`src/rtl/orsf_pkg.sv`:
```
`default_nettype none

package orsf_pkg;

  // Coordinate width of the corners and of the reported positions.
  localparam int COORD_BITS = 12;
  localparam int CW = COORD_BITS;
  // Differences of two coordinates need one more bit.
  localparam int DW = CW + 1;
  // Product of two differences, and the sum of two such products.
  localparam int PW = 2 * DW;
  localparam int SW = PW + 1;

  // Configuration register file: four corners, x then y.
  localparam int NUM_REGS      = 8;
  localparam int REG_IDX_BITS  = $clog2(NUM_REGS);
  localparam int CFG_IDX_BITS  = REG_IDX_BITS + 1;

  localparam logic [CFG_IDX_BITS-1:0] REG_C0_X = CFG_IDX_BITS'(0);
  localparam logic [CFG_IDX_BITS-1:0] REG_C0_Y = CFG_IDX_BITS'(1);
  localparam logic [CFG_IDX_BITS-1:0] REG_C1_X = CFG_IDX_BITS'(2);
  localparam logic [CFG_IDX_BITS-1:0] REG_C1_Y = CFG_IDX_BITS'(3);
  localparam logic [CFG_IDX_BITS-1:0] REG_C2_X = CFG_IDX_BITS'(4);
  localparam logic [CFG_IDX_BITS-1:0] REG_C2_Y = CFG_IDX_BITS'(5);
  localparam logic [CFG_IDX_BITS-1:0] REG_C3_X = CFG_IDX_BITS'(6);
  localparam logic [CFG_IDX_BITS-1:0] REG_C3_Y = CFG_IDX_BITS'(7);

  // Depth of the queue between the scan front and the coverage back end.
  localparam int QDEPTH     = 2;
  localparam int QPTR_BITS  = $clog2(QDEPTH);
  localparam int QCNT_BITS  = $clog2(QDEPTH + 1);

  // One scan position as handed from the front to the back end.
  typedef struct packed {
    logic signed [CW-1:0] pos_x;
    logic signed [CW-1:0] pos_y;
    logic signed [DW-1:0] rx;
    logic signed [DW-1:0] ry;
    logic signed [DW-1:0] ea_x;
    logic signed [DW-1:0] ea_y;
    logic signed [DW-1:0] eb_x;
    logic signed [DW-1:0] eb_y;
    logic                 last;
    logic                 active;
  } item_t;

  // Products held between the multiply stage and the compare stage.
  typedef struct packed {
    logic signed [CW-1:0] pos_x;
    logic signed [CW-1:0] pos_y;
    logic signed [PW-1:0] pa_x;
    logic signed [PW-1:0] pa_y;
    logic signed [PW-1:0] pb_x;
    logic signed [PW-1:0] pb_y;
    logic signed [PW-1:0] la_x;
    logic signed [PW-1:0] la_y;
    logic signed [PW-1:0] lb_x;
    logic signed [PW-1:0] lb_y;
    logic                 last;
    logic                 active;
  } prod_t;

  // One reported position.
  typedef struct packed {
    logic signed [CW-1:0] pos_x;
    logic signed [CW-1:0] pos_y;
    logic                 covered;
    logic                 scan_end;
    logic                 active;
  } result_t;

  function automatic logic signed [CW-1:0] smin(input logic signed [CW-1:0] a,
                                                input logic signed [CW-1:0] b);
    return (a < b) ? a : b;
  endfunction

  function automatic logic signed [CW-1:0] smax(input logic signed [CW-1:0] a,
                                                input logic signed [CW-1:0] b);
    return (a > b) ? a : b;
  endfunction

  // Difference of two coordinates, exact in DW bits.
  function automatic logic signed [DW-1:0] sdiff(input logic signed [CW-1:0] a,
                                                 input logic signed [CW-1:0] b);
    logic signed [DW-1:0] ae;
    logic signed [DW-1:0] be;
    ae = DW'(a);
    be = DW'(b);
    return ae - be;
  endfunction

  // Signed product of two differences, exact in PW bits.
  function automatic logic signed [PW-1:0] smul(input logic signed [DW-1:0] a,
                                                input logic signed [DW-1:0] b);
    logic signed [PW-1:0] ae;
    logic signed [PW-1:0] be;
    ae = PW'(a);
    be = PW'(b);
    return ae * be;
  endfunction

endpackage

`default_nettype wire

```
`src/rtl/oriented_rectangle_scan_fill.sv`:
```
`default_nettype none

// Channel     Direction  Handshake              Transaction carries
// in_*        input      in_push / in_full      in_start_req
// out_*       output     out_empty / out_pop    out_pos_x, out_pos_y, out_covered,
//                                               out_scan_end, out_active
// cfg_*       input      cfg_valid / cfg_ready  cfg_index, cfg_data
//
// One input transaction is taken per clock while in_full is low and yields exactly
// one result transaction. The taking edge writes the item to a queue slot; from
// there it moves to the multiply stage register and then to the output register.
// Reset (rst_n low, synchronous) clears the corners to zero and leaves no scan running.
// The two-entry queue and the stalling back end keep accepting input while a finished
// result waits on the output; in_full rises only when both queue slots and both
// back-end stages hold data.
// Configuration writes are always ready and act at the next start.
module oriented_rectangle_scan_fill (
  input  wire logic                              clk,
  input  wire logic                              rst_n,
  input  wire logic                              in_push,
  output logic                                   in_full,
  input  wire logic                              in_start_req,
  output logic                                   out_empty,
  input  wire logic                              out_pop,
  output logic signed [orsf_pkg::CW-1:0]         out_pos_x,
  output logic signed [orsf_pkg::CW-1:0]         out_pos_y,
  output logic                                   out_covered,
  output logic                                   out_scan_end,
  output logic                                   out_active,
  input  wire logic                              cfg_valid,
  output logic                                   cfg_ready,
  input  wire logic [orsf_pkg::CFG_IDX_BITS-1:0] cfg_index,
  input  wire logic [orsf_pkg::CW-1:0]           cfg_data
);
  import orsf_pkg::*;

  item_t   front_item;
  item_t   q_item;
  result_t res;
  logic    take;
  logic    q_full;
  logic    q_valid;
  logic    q_pop;
  logic    res_valid;

  // The register file takes a write in every cycle.
  assign cfg_ready = 1'b1;

  // An input transaction is taken whenever the queue has a free slot.
  assign in_full = q_full;
  assign take    = in_push && !q_full;

  // Front: holds the corners and the scan position, and turns each input
  // transaction into one position record (or an inactive one).
  orsf_front u_front (
    .clk       (clk),
    .rst_n     (rst_n),
    .cfg_valid (cfg_valid && cfg_ready),
    .cfg_index (cfg_index),
    .cfg_data  (cfg_data),
    .take      (take),
    .start_req (in_start_req),
    .item      (front_item)
  );

  // Short queue that lets the front run on while the back end is stalled.
  orsf_queue u_queue (
    .clk       (clk),
    .rst_n     (rst_n),
    .push      (take),
    .push_item (front_item),
    .full      (q_full),
    .pop       (q_pop),
    .valid     (q_valid),
    .pop_item  (q_item)
  );

  // Back end: multiply, then compare against the squared edge lengths.
  orsf_back u_back (
    .clk       (clk),
    .rst_n     (rst_n),
    .q_valid   (q_valid),
    .q_item    (q_item),
    .q_pop     (q_pop),
    .res_valid (res_valid),
    .res_pop   (out_pop),
    .res       (res)
  );

  assign out_empty    = !res_valid;
  assign out_pos_x    = res.pos_x;
  assign out_pos_y    = res.pos_y;
  assign out_covered  = res.covered;
  assign out_scan_end = res.scan_end;
  assign out_active   = res.active;

endmodule

`default_nettype wire

```
`src/rtl/orsf_front.sv`:
```
`default_nettype none

module orsf_front (
  input  wire logic                              clk,
  input  wire logic                              rst_n,
  input  wire logic                              cfg_valid,
  input  wire logic [orsf_pkg::CFG_IDX_BITS-1:0] cfg_index,
  input  wire logic [orsf_pkg::CW-1:0]           cfg_data,
  input  wire logic                              take,
  input  wire logic                              start_req,
  output orsf_pkg::item_t                        item
);
  import orsf_pkg::*;

  logic signed [CW-1:0] corner_r [NUM_REGS];

  logic signed [CW-1:0] scan_x_r, scan_x_nxt;
  logic signed [CW-1:0] scan_y_r, scan_y_nxt;
  logic signed [CW-1:0] left_r, right_r, bottom_r;
  logic signed [CW-1:0] org_x_r, org_y_r;
  logic signed [DW-1:0] ea_x_r, ea_y_r, eb_x_r, eb_y_r;
  logic                 running_r, running_nxt;

  logic signed [CW-1:0] c0x, c0y, c1x, c1y, c2x, c2y, c3x, c3y;
  logic signed [CW-1:0] new_left, new_right, new_top, new_bottom;

  logic signed [CW-1:0] cur_x, cur_y, cur_left, cur_right, cur_bottom;
  logic signed [CW-1:0] cur_org_x, cur_org_y;
  logic signed [DW-1:0] cur_ea_x, cur_ea_y, cur_eb_x, cur_eb_y;
  logic                 cur_run;
  logic                 last;

  assign c0x = corner_r[REG_C0_X[REG_IDX_BITS-1:0]];
  assign c0y = corner_r[REG_C0_Y[REG_IDX_BITS-1:0]];
  assign c1x = corner_r[REG_C1_X[REG_IDX_BITS-1:0]];
  assign c1y = corner_r[REG_C1_Y[REG_IDX_BITS-1:0]];
  assign c2x = corner_r[REG_C2_X[REG_IDX_BITS-1:0]];
  assign c2y = corner_r[REG_C2_Y[REG_IDX_BITS-1:0]];
  assign c3x = corner_r[REG_C3_X[REG_IDX_BITS-1:0]];
  assign c3y = corner_r[REG_C3_Y[REG_IDX_BITS-1:0]];

  assign new_left   = smin(smin(c0x, c1x), smin(c2x, c3x));
  assign new_right  = smax(smax(c0x, c1x), smax(c2x, c3x));
  assign new_top    = smin(smin(c0y, c1y), smin(c2y, c3y));
  assign new_bottom = smax(smax(c0y, c1y), smax(c2y, c3y));

  // A start sees the freshly computed box and edges in the same cycle.
  always_comb begin
    if (start_req) begin
      cur_x      = new_left;
      cur_y      = new_top;
      cur_left   = new_left;
      cur_right  = new_right;
      cur_bottom = new_bottom;
      cur_org_x  = c0x;
      cur_org_y  = c0y;
      cur_ea_x   = sdiff(c1x, c0x);
      cur_ea_y   = sdiff(c1y, c0y);
      cur_eb_x   = sdiff(c3x, c0x);
      cur_eb_y   = sdiff(c3y, c0y);
      cur_run    = 1'b1;
    end else begin
      cur_x      = scan_x_r;
      cur_y      = scan_y_r;
      cur_left   = left_r;
      cur_right  = right_r;
      cur_bottom = bottom_r;
      cur_org_x  = org_x_r;
      cur_org_y  = org_y_r;
      cur_ea_x   = ea_x_r;
      cur_ea_y   = ea_y_r;
      cur_eb_x   = eb_x_r;
      cur_eb_y   = eb_y_r;
      cur_run    = running_r;
    end
  end

  assign last = (cur_x == cur_right) && (cur_y == cur_bottom);

  always_comb begin
    item = '0;
    if (cur_run) begin
      item.pos_x  = cur_x;
      item.pos_y  = cur_y;
      item.rx     = sdiff(cur_x, cur_org_x);
      item.ry     = sdiff(cur_y, cur_org_y);
      item.ea_x   = cur_ea_x;
      item.ea_y   = cur_ea_y;
      item.eb_x   = cur_eb_x;
      item.eb_y   = cur_eb_y;
      item.last   = last;
      item.active = 1'b1;
    end
  end

  always_comb begin
    scan_x_nxt  = scan_x_r;
    scan_y_nxt  = scan_y_r;
    running_nxt = running_r;
    if (take) begin
      running_nxt = cur_run && !last;
      if (cur_x >= cur_right) begin
        scan_x_nxt = cur_left;
        scan_y_nxt = cur_y + CW'(1);
      end else begin
        scan_x_nxt = cur_x + CW'(1);
        scan_y_nxt = cur_y;
      end
    end
  end

  always_ff @(posedge clk) begin
    if (!rst_n) begin
      for (int i = 0; i < NUM_REGS; i++) begin
        corner_r[i] <= '0;
      end
    end else if (cfg_valid && (cfg_index < CFG_IDX_BITS'(NUM_REGS))) begin
      corner_r[cfg_index[REG_IDX_BITS-1:0]] <= cfg_data;
    end
  end

  always_ff @(posedge clk) begin
    if (!rst_n) begin
      running_r <= 1'b0;
    end else begin
      running_r <= running_nxt;
    end
  end

  // Scan position and geometry only matter while a scan runs.
  always_ff @(posedge clk) begin
    scan_x_r <= scan_x_nxt;
    scan_y_r <= scan_y_nxt;
    if (take && start_req) begin
      left_r   <= cur_left;
      right_r  <= cur_right;
      bottom_r <= cur_bottom;
      org_x_r  <= cur_org_x;
      org_y_r  <= cur_org_y;
      ea_x_r   <= cur_ea_x;
      ea_y_r   <= cur_ea_y;
      eb_x_r   <= cur_eb_x;
      eb_y_r   <= cur_eb_y;
    end
  end

endmodule

`default_nettype wire

```
`src/rtl/orsf_queue.sv`:
```
`default_nettype none

module orsf_queue (
  input  wire logic      clk,
  input  wire logic      rst_n,
  input  wire logic      push,
  input  wire orsf_pkg::item_t push_item,
  output logic           full,
  input  wire logic      pop,
  output logic           valid,
  output orsf_pkg::item_t pop_item
);
  import orsf_pkg::*;

  item_t                 slot_r [QDEPTH];
  logic [QPTR_BITS-1:0]  wr_ptr_r, rd_ptr_r;
  logic [QCNT_BITS-1:0]  count_r, count_nxt;

  assign full     = (count_r == QCNT_BITS'(QDEPTH));
  assign valid    = (count_r != '0);
  assign pop_item = slot_r[rd_ptr_r];

  always_comb begin
    count_nxt = count_r;
    if (push && !pop) begin
      count_nxt = count_r + QCNT_BITS'(1);
    end else if (pop && !push) begin
      count_nxt = count_r - QCNT_BITS'(1);
    end
  end

  always_ff @(posedge clk) begin
    if (!rst_n) begin
      wr_ptr_r <= '0;
      rd_ptr_r <= '0;
      count_r  <= '0;
    end else begin
      count_r <= count_nxt;
      if (push) begin
        wr_ptr_r <= (wr_ptr_r == QPTR_BITS'(QDEPTH - 1)) ? '0 : wr_ptr_r + QPTR_BITS'(1);
      end
      if (pop) begin
        rd_ptr_r <= (rd_ptr_r == QPTR_BITS'(QDEPTH - 1)) ? '0 : rd_ptr_r + QPTR_BITS'(1);
      end
    end
  end

  always_ff @(posedge clk) begin
    if (push) begin
      slot_r[wr_ptr_r] <= push_item;
    end
  end

`ifndef NO_ASSERTIONS
  a_count_bound: assert property (@(posedge clk) disable iff (!rst_n)
    count_r <= QCNT_BITS'(QDEPTH))
    else $error("queue holds more entries than it has slots");
`endif

endmodule

`default_nettype wire

```
`src/rtl/orsf_back.sv`:
```
`default_nettype none

module orsf_back (
  input  wire logic        clk,
  input  wire logic        rst_n,
  input  wire logic        q_valid,
  input  wire orsf_pkg::item_t q_item,
  output logic             q_pop,
  output logic             res_valid,
  input  wire logic        res_pop,
  output orsf_pkg::result_t res
);
  import orsf_pkg::*;

  logic    v1_r, v1_nxt;
  logic    v2_r, v2_nxt;
  prod_t   s1_r, s1_nxt;
  result_t res_r, res_nxt;
  logic    adv1, adv2;

  logic signed [SW-1:0] dot_a, dot_b, len_a, len_b;

  assign adv2  = !v2_r || res_pop;
  assign adv1  = !v1_r || adv2;
  assign q_pop = q_valid && adv1;

  // Multiply stage: both dot products and both squared edge lengths.
  always_comb begin
    s1_nxt        = '0;
    s1_nxt.pos_x  = q_item.pos_x;
    s1_nxt.pos_y  = q_item.pos_y;
    s1_nxt.pa_x   = smul(q_item.rx,   q_item.ea_x);
    s1_nxt.pa_y   = smul(q_item.ry,   q_item.ea_y);
    s1_nxt.pb_x   = smul(q_item.rx,   q_item.eb_x);
    s1_nxt.pb_y   = smul(q_item.ry,   q_item.eb_y);
    s1_nxt.la_x   = smul(q_item.ea_x, q_item.ea_x);
    s1_nxt.la_y   = smul(q_item.ea_y, q_item.ea_y);
    s1_nxt.lb_x   = smul(q_item.eb_x, q_item.eb_x);
    s1_nxt.lb_y   = smul(q_item.eb_y, q_item.eb_y);
    s1_nxt.last   = q_item.last;
    s1_nxt.active = q_item.active;
  end

  // Compare stage: both projections must lie within their edge.
  assign dot_a = SW'(s1_r.pa_x) + SW'(s1_r.pa_y);
  assign dot_b = SW'(s1_r.pb_x) + SW'(s1_r.pb_y);
  assign len_a = SW'(s1_r.la_x) + SW'(s1_r.la_y);
  assign len_b = SW'(s1_r.lb_x) + SW'(s1_r.lb_y);

  always_comb begin
    res_nxt          = '0;
    res_nxt.pos_x    = s1_r.pos_x;
    res_nxt.pos_y    = s1_r.pos_y;
    res_nxt.covered  = s1_r.active && (dot_a >= 0) && (dot_a <= len_a)
                       && (dot_b >= 0) && (dot_b <= len_b);
    res_nxt.scan_end = s1_r.last;
    res_nxt.active   = s1_r.active;
  end

  assign v1_nxt = adv1 ? q_valid : v1_r;
  assign v2_nxt = adv2 ? v1_r : v2_r;

  always_ff @(posedge clk) begin
    if (!rst_n) begin
      v1_r <= 1'b0;
      v2_r <= 1'b0;
    end else begin
      v1_r <= v1_nxt;
      v2_r <= v2_nxt;
    end
  end

  always_ff @(posedge clk) begin
    if (adv1) begin
      s1_r <= s1_nxt;
    end
    if (adv2) begin
      res_r <= res_nxt;
    end
  end

  assign res_valid = v2_r;
  assign res       = res_r;

`ifndef NO_ASSERTIONS
  a_hold_stalled: assert property (@(posedge clk) disable iff (!rst_n)
    v2_r && !res_pop |=> v2_r && $stable(res_r))
    else $error("stalled result changed or vanished");
  a_end_active: assert property (@(posedge clk) disable iff (!rst_n)
    v2_r && res_r.scan_end |-> res_r.active)
    else $error("scan end flagged on an inactive result");
  a_idle_zero: assert property (@(posedge clk) disable iff (!rst_n)
    v2_r && !res_r.active |-> !res_r.covered && res_r.pos_x == '0 && res_r.pos_y == '0)
    else $error("inactive result carries nonzero fields");
`endif

endmodule

`default_nettype wire

```
`config.mk`:
```
export PLATFORM = sky130hd
export DESIGN_NAME = oriented_rectangle_scan_fill
export DESIGN_NICKNAME = d
export VERILOG_FILES = /design/src/rtl/orsf_pkg.sv /design/src/rtl/oriented_rectangle_scan_fill.sv /design/src/rtl/orsf_front.sv /design/src/rtl/orsf_queue.sv /design/src/rtl/orsf_back.sv
export SDC_FILE = /design/constraint.sdc
export NUM_CORES = 2
export LEC_CHECK = 0
export BUFFER_PORTS_ARGS = -buffer_cell sky130_fd_sc_hd__buf_2
export CAP_MARGIN = 20
export CORE_UTILIZATION = 51
export CTS_BUF_LIST = sky130_fd_sc_hd__clkbuf_16
export CTS_CLUSTER_DIAMETER = 40
export CTS_CLUSTER_SIZE = 12
export DETAILED_ROUTE_END_ITERATION = 10
export PLACE_DENSITY = 0.67
export SETUP_SLACK_MARGIN = 0.5
export SLEW_MARGIN = 5
export SYNTH_ARGS = -nofsm -noshare
export SYNTH_HDL_FRONTEND = slang
export SYNTH_HIERARCHICAL = 1
export SYNTH_SLANG_ARGS = --single-unit
```
`constraint.sdc`:
```
create_clock -name clk -period 7.25 [get_ports clk]
set_input_delay 0.725 -clock clk [delete_from_list [all_inputs] [get_ports clk]]
set_output_delay 0.725 -clock clk [all_outputs]
set_load 0.005 [all_outputs]
```
==> impl_metrics.json <==
{
  "status": "finished clean",
  "crit_slowest_cell": "fa_1",
  "min_to": "u_back/res_valid",
  "gp_congestion": 0.9341,
  "clkTransAtPathRegs_ns": 0.06,
  "wl_mm": 243.0,
  "reg2regPathDepth": 23,
  "htree_levels": 3,
  "yosysTopAreaCell": "fa_1",
  "ant_nets": 0,
  "first_pass_iters": 8,
  "max_freq_mhz": 146.1,
  "numCtsBuffers": 116,
  "grt_use_total": 0.2761,
  "synthArstFlopShare": 0,
  "drc": 0,
  "holdPathStages": 3,
  "nNetsFinal": 11200,
  "min_from": "out_pop",
  "synth.ff_latch_count": 705,
  "via_count": 62750,
  "slew_viol_final": 0,
  "end_kind": "flop",
  "synth_nets": 10650,
  "viasPerCell": 5.512,
  "port_buffers": 50,
  "initial_utilization": 0.5155,
  "area_growth_pct": 15.98,
  "drive_gt1_frac": 0.1580,
  "synth_cell_types": 107,
  "pin_count": 52,
  "grt_max_degree": 143,
  "holdBufCountCts": 0,
  "required_ns": 7.69,
  "relSlewSlack": 0.3266,
  "synth_cells": 8525,
  "path_max_fanout": 13,
  "clockBufferDepth": 3,
  "worstMarginPinSlew_ns": 1.005,
  "hold_viol": 0,
  "core-area_um2": 169800,
  "max_stage_delay_ns": 0.60,
  "synth_edf_count": 697,
  "final_common_cell": "inv_1",
  "grt_pass1_wl_mm": 369.1,
  "cp-start-kind": "flop",
  "synth.top_cell.area_share": 0.2801,
  "r2r_slack_ns": 0.41,
  "rsz0062_at_grt": "yes",
  "rows": 151,
  "hpwl_mm": 176.4,
  "worstSetupPathType": "flop to flop",
  "finalCriticalPeriod_ns": 6.843,
  "dieArea_um2": 173300,
  "grt_overflow": 0,
  "cts-root-buf": "clkbuf_16",
  "die_y_um": 416.3,
  "crit_top_cell": "fa_1",
  "hold_class": "input port to flop",
  "synthFlopType": "edfxtp_1",
  "setup_viol": 0,
  "critical_path_arrival_ns": 7.28,
  "fin_tns_setup_ns": 0,
  "maxCapViolCount": 0,
  "cts_sinks": 705,
  "mostFrequentLayoutCells": "inv_1, fa_1, ha_1",
  "crit_chain": "buf_12 > buf_16 > mux2_4 > buf_8 > and2_1 > fa_1 > inv_1 > fa_1 > inv_1 > fa_1 > fa_1 > fa_1 > fa_1 > ha_4 > o21ai_2 > nor2_2 > o21a_1 > o31a_1 > a221o_1 > o41a_1 > a21o_1 > a21oi_2 > xnor2_1",
  "ys_warn_count": 6,
  "wl_per_cell_um": 21.35,
  "syn_area_per_cell_um2": 10.27,
  "drtIter0Drc": 4658,
  "antenna_found_initial": 8,
  "yosys-top-cells-area": "fa_1, edfxtp_1, ha_1, inv_1, and2_1",
  "die_width_um": 416.3,
  "regToRegEndpoint": "u_back/s1_r[208]",
  "seq_area_frac_synth": 0.2409,
  "cts_tree": "yes",
  "min_period_over_period": 0.9438,
  "grt_pass1_vias": 64770,
  "synth_area_um2": 87550,
  "skew_ns": 0.08375,
  "clock_latency_ns": 0.77
}
[stage by stage]
stage	setup WS, ns	std cells	util	hold WS (ns)	cell area, µm²
2_1_floorplan	0.5131	8525	-	0.4003	87600
3_5_place_dp	0.02700	10850	0.5419	0.4045	92050
5_1_grt	0.1635	11380	0.5978	0.3621	101500
4_1_cts	0.4062	11220	0.5782	0.3092	98210
6_report	0.4075	11390	0.5978	0.3667	101500
3_3_place_gp	0.06273	10850	0.5419	0.4031	92050
[cells by family (layout without fill, tap and decap cells)]
logic type	after synthesis	in the layout	synth area share
simple gates	2106	2106	0.1190
fa+ha+maj	2105	2105	0.4059
buf+inv	1910	2520	0.08296
compound gates	1063	1063	0.07907
flops	705	705	0.2409
xor+xnor	364	364	0.03641
mux	271	298	0.03581
other cells	1	6	0.00004283
[state kept, by name (all words and copies together) (netlist names), named ones only]
register	flops
u_queue/slot_r	208
u_back/s1_r	204
u_front/corner_r	96
u_back/res	27
u_back/res_nxt	26
u_front/ea_x_r	13
u_front/ea_y_r	13
u_front/eb_x_r	13
u_front/eb_y_r	13
u_front/bottom_r	12
u_front/left_r	12
u_front/org_x_r	12
u_front/org_y_r	12
u_front/right_r	12
u_front/scan_x_r	12
u_front/scan_y_r	12
u_queue/count_r	2
u_back/res_valid	1
u_back/v1_r	1
u_front/running_r	1
u_queue/rd_ptr_r	1
u_queue/wr_ptr_r	1
[cell type report]
type                            instances  area [µm²]
Inverter                             1653        6230
Clock buffer                          116        2903
Timing Repair Buffer                  655        5573
Antenna cell                            5       12.51
Sequential cell                       705       21090
Fill cell                           13990       68310
Multi-Input combinational cell       5937       61790
Tap cell                             2218        2775
Clock inverter                         96        1167
[worst max-delay path, delay by kind of cell, from the launching register on]
family | cells | cell delay (ns)
adder cells (fa/ha/maj) | 7 | 3.26
flip-flops | 1 | 0.39
multiplexers | 1 | 0.37
AO/OA/AOI/OAI | 7 | 1.50
XOR/XNOR | 1 | 0.08
AND/OR/NAND/NOR | 2 | 0.25
buffers and inverters | 5 | 0.63
[cell usage after synthesis (126+ instances only)]
cell type     n
clkbuf_1    223
xnor2_1     263
a21o_1      126
nand2_1     752
edfxtp_1    697
a21oi_1     298
ha_1        880
fa_1       1225
inv_1      1650
o21ai_0     223
nor2_1      329
and2_1      543
[per-layer routing]
| metal | GRT usage | part of all wire |
|---|---|---|
| met1 | 0.3717 | 0.42 |
| met2 | 0.4657 | 0.48 |
| met3 | 0.03639 | 0.064 |
| met4 | 0.08031 | 0.033 |
| met5 | 0 | 0.00014 |
[how the worst max path moves through the flow]
stage,startpoint,end,slack (ns),cells after the start
6_report,flop,u_back/s1_r[208],0.41,23
5_1_grt,u_front/corner_r[6][6],u_front/scan_y_r[11],0.16,36
4_1_cts,flop,u_back/s1_r[79],0.41,23
3_5_place_dp,u_front/corner_r[0][6],u_queue/slot_r[1][79],0.03,30
3_3_place_gp,u_front/corner_r[7][9],u_queue/slot_r[0][66],0.06,32
2_1_floorplan,u_front/corner_r[6][11],u_queue/slot_r[0][79],0.51,30
[timing repair]
| action | CTS | global route |
|---|---|---|
| buffers inserted | 140 | 141 |
| gates cloned | 21 | 17 |
| pin swaps | 36 | 167 |
| setup endpoints to repair | 69 | 99 |
| resized for setup | 148 | 391 |
Power is not shown: default switching activity piles up to over one toggle a cycle in this logic, so the estimate is an artifact.
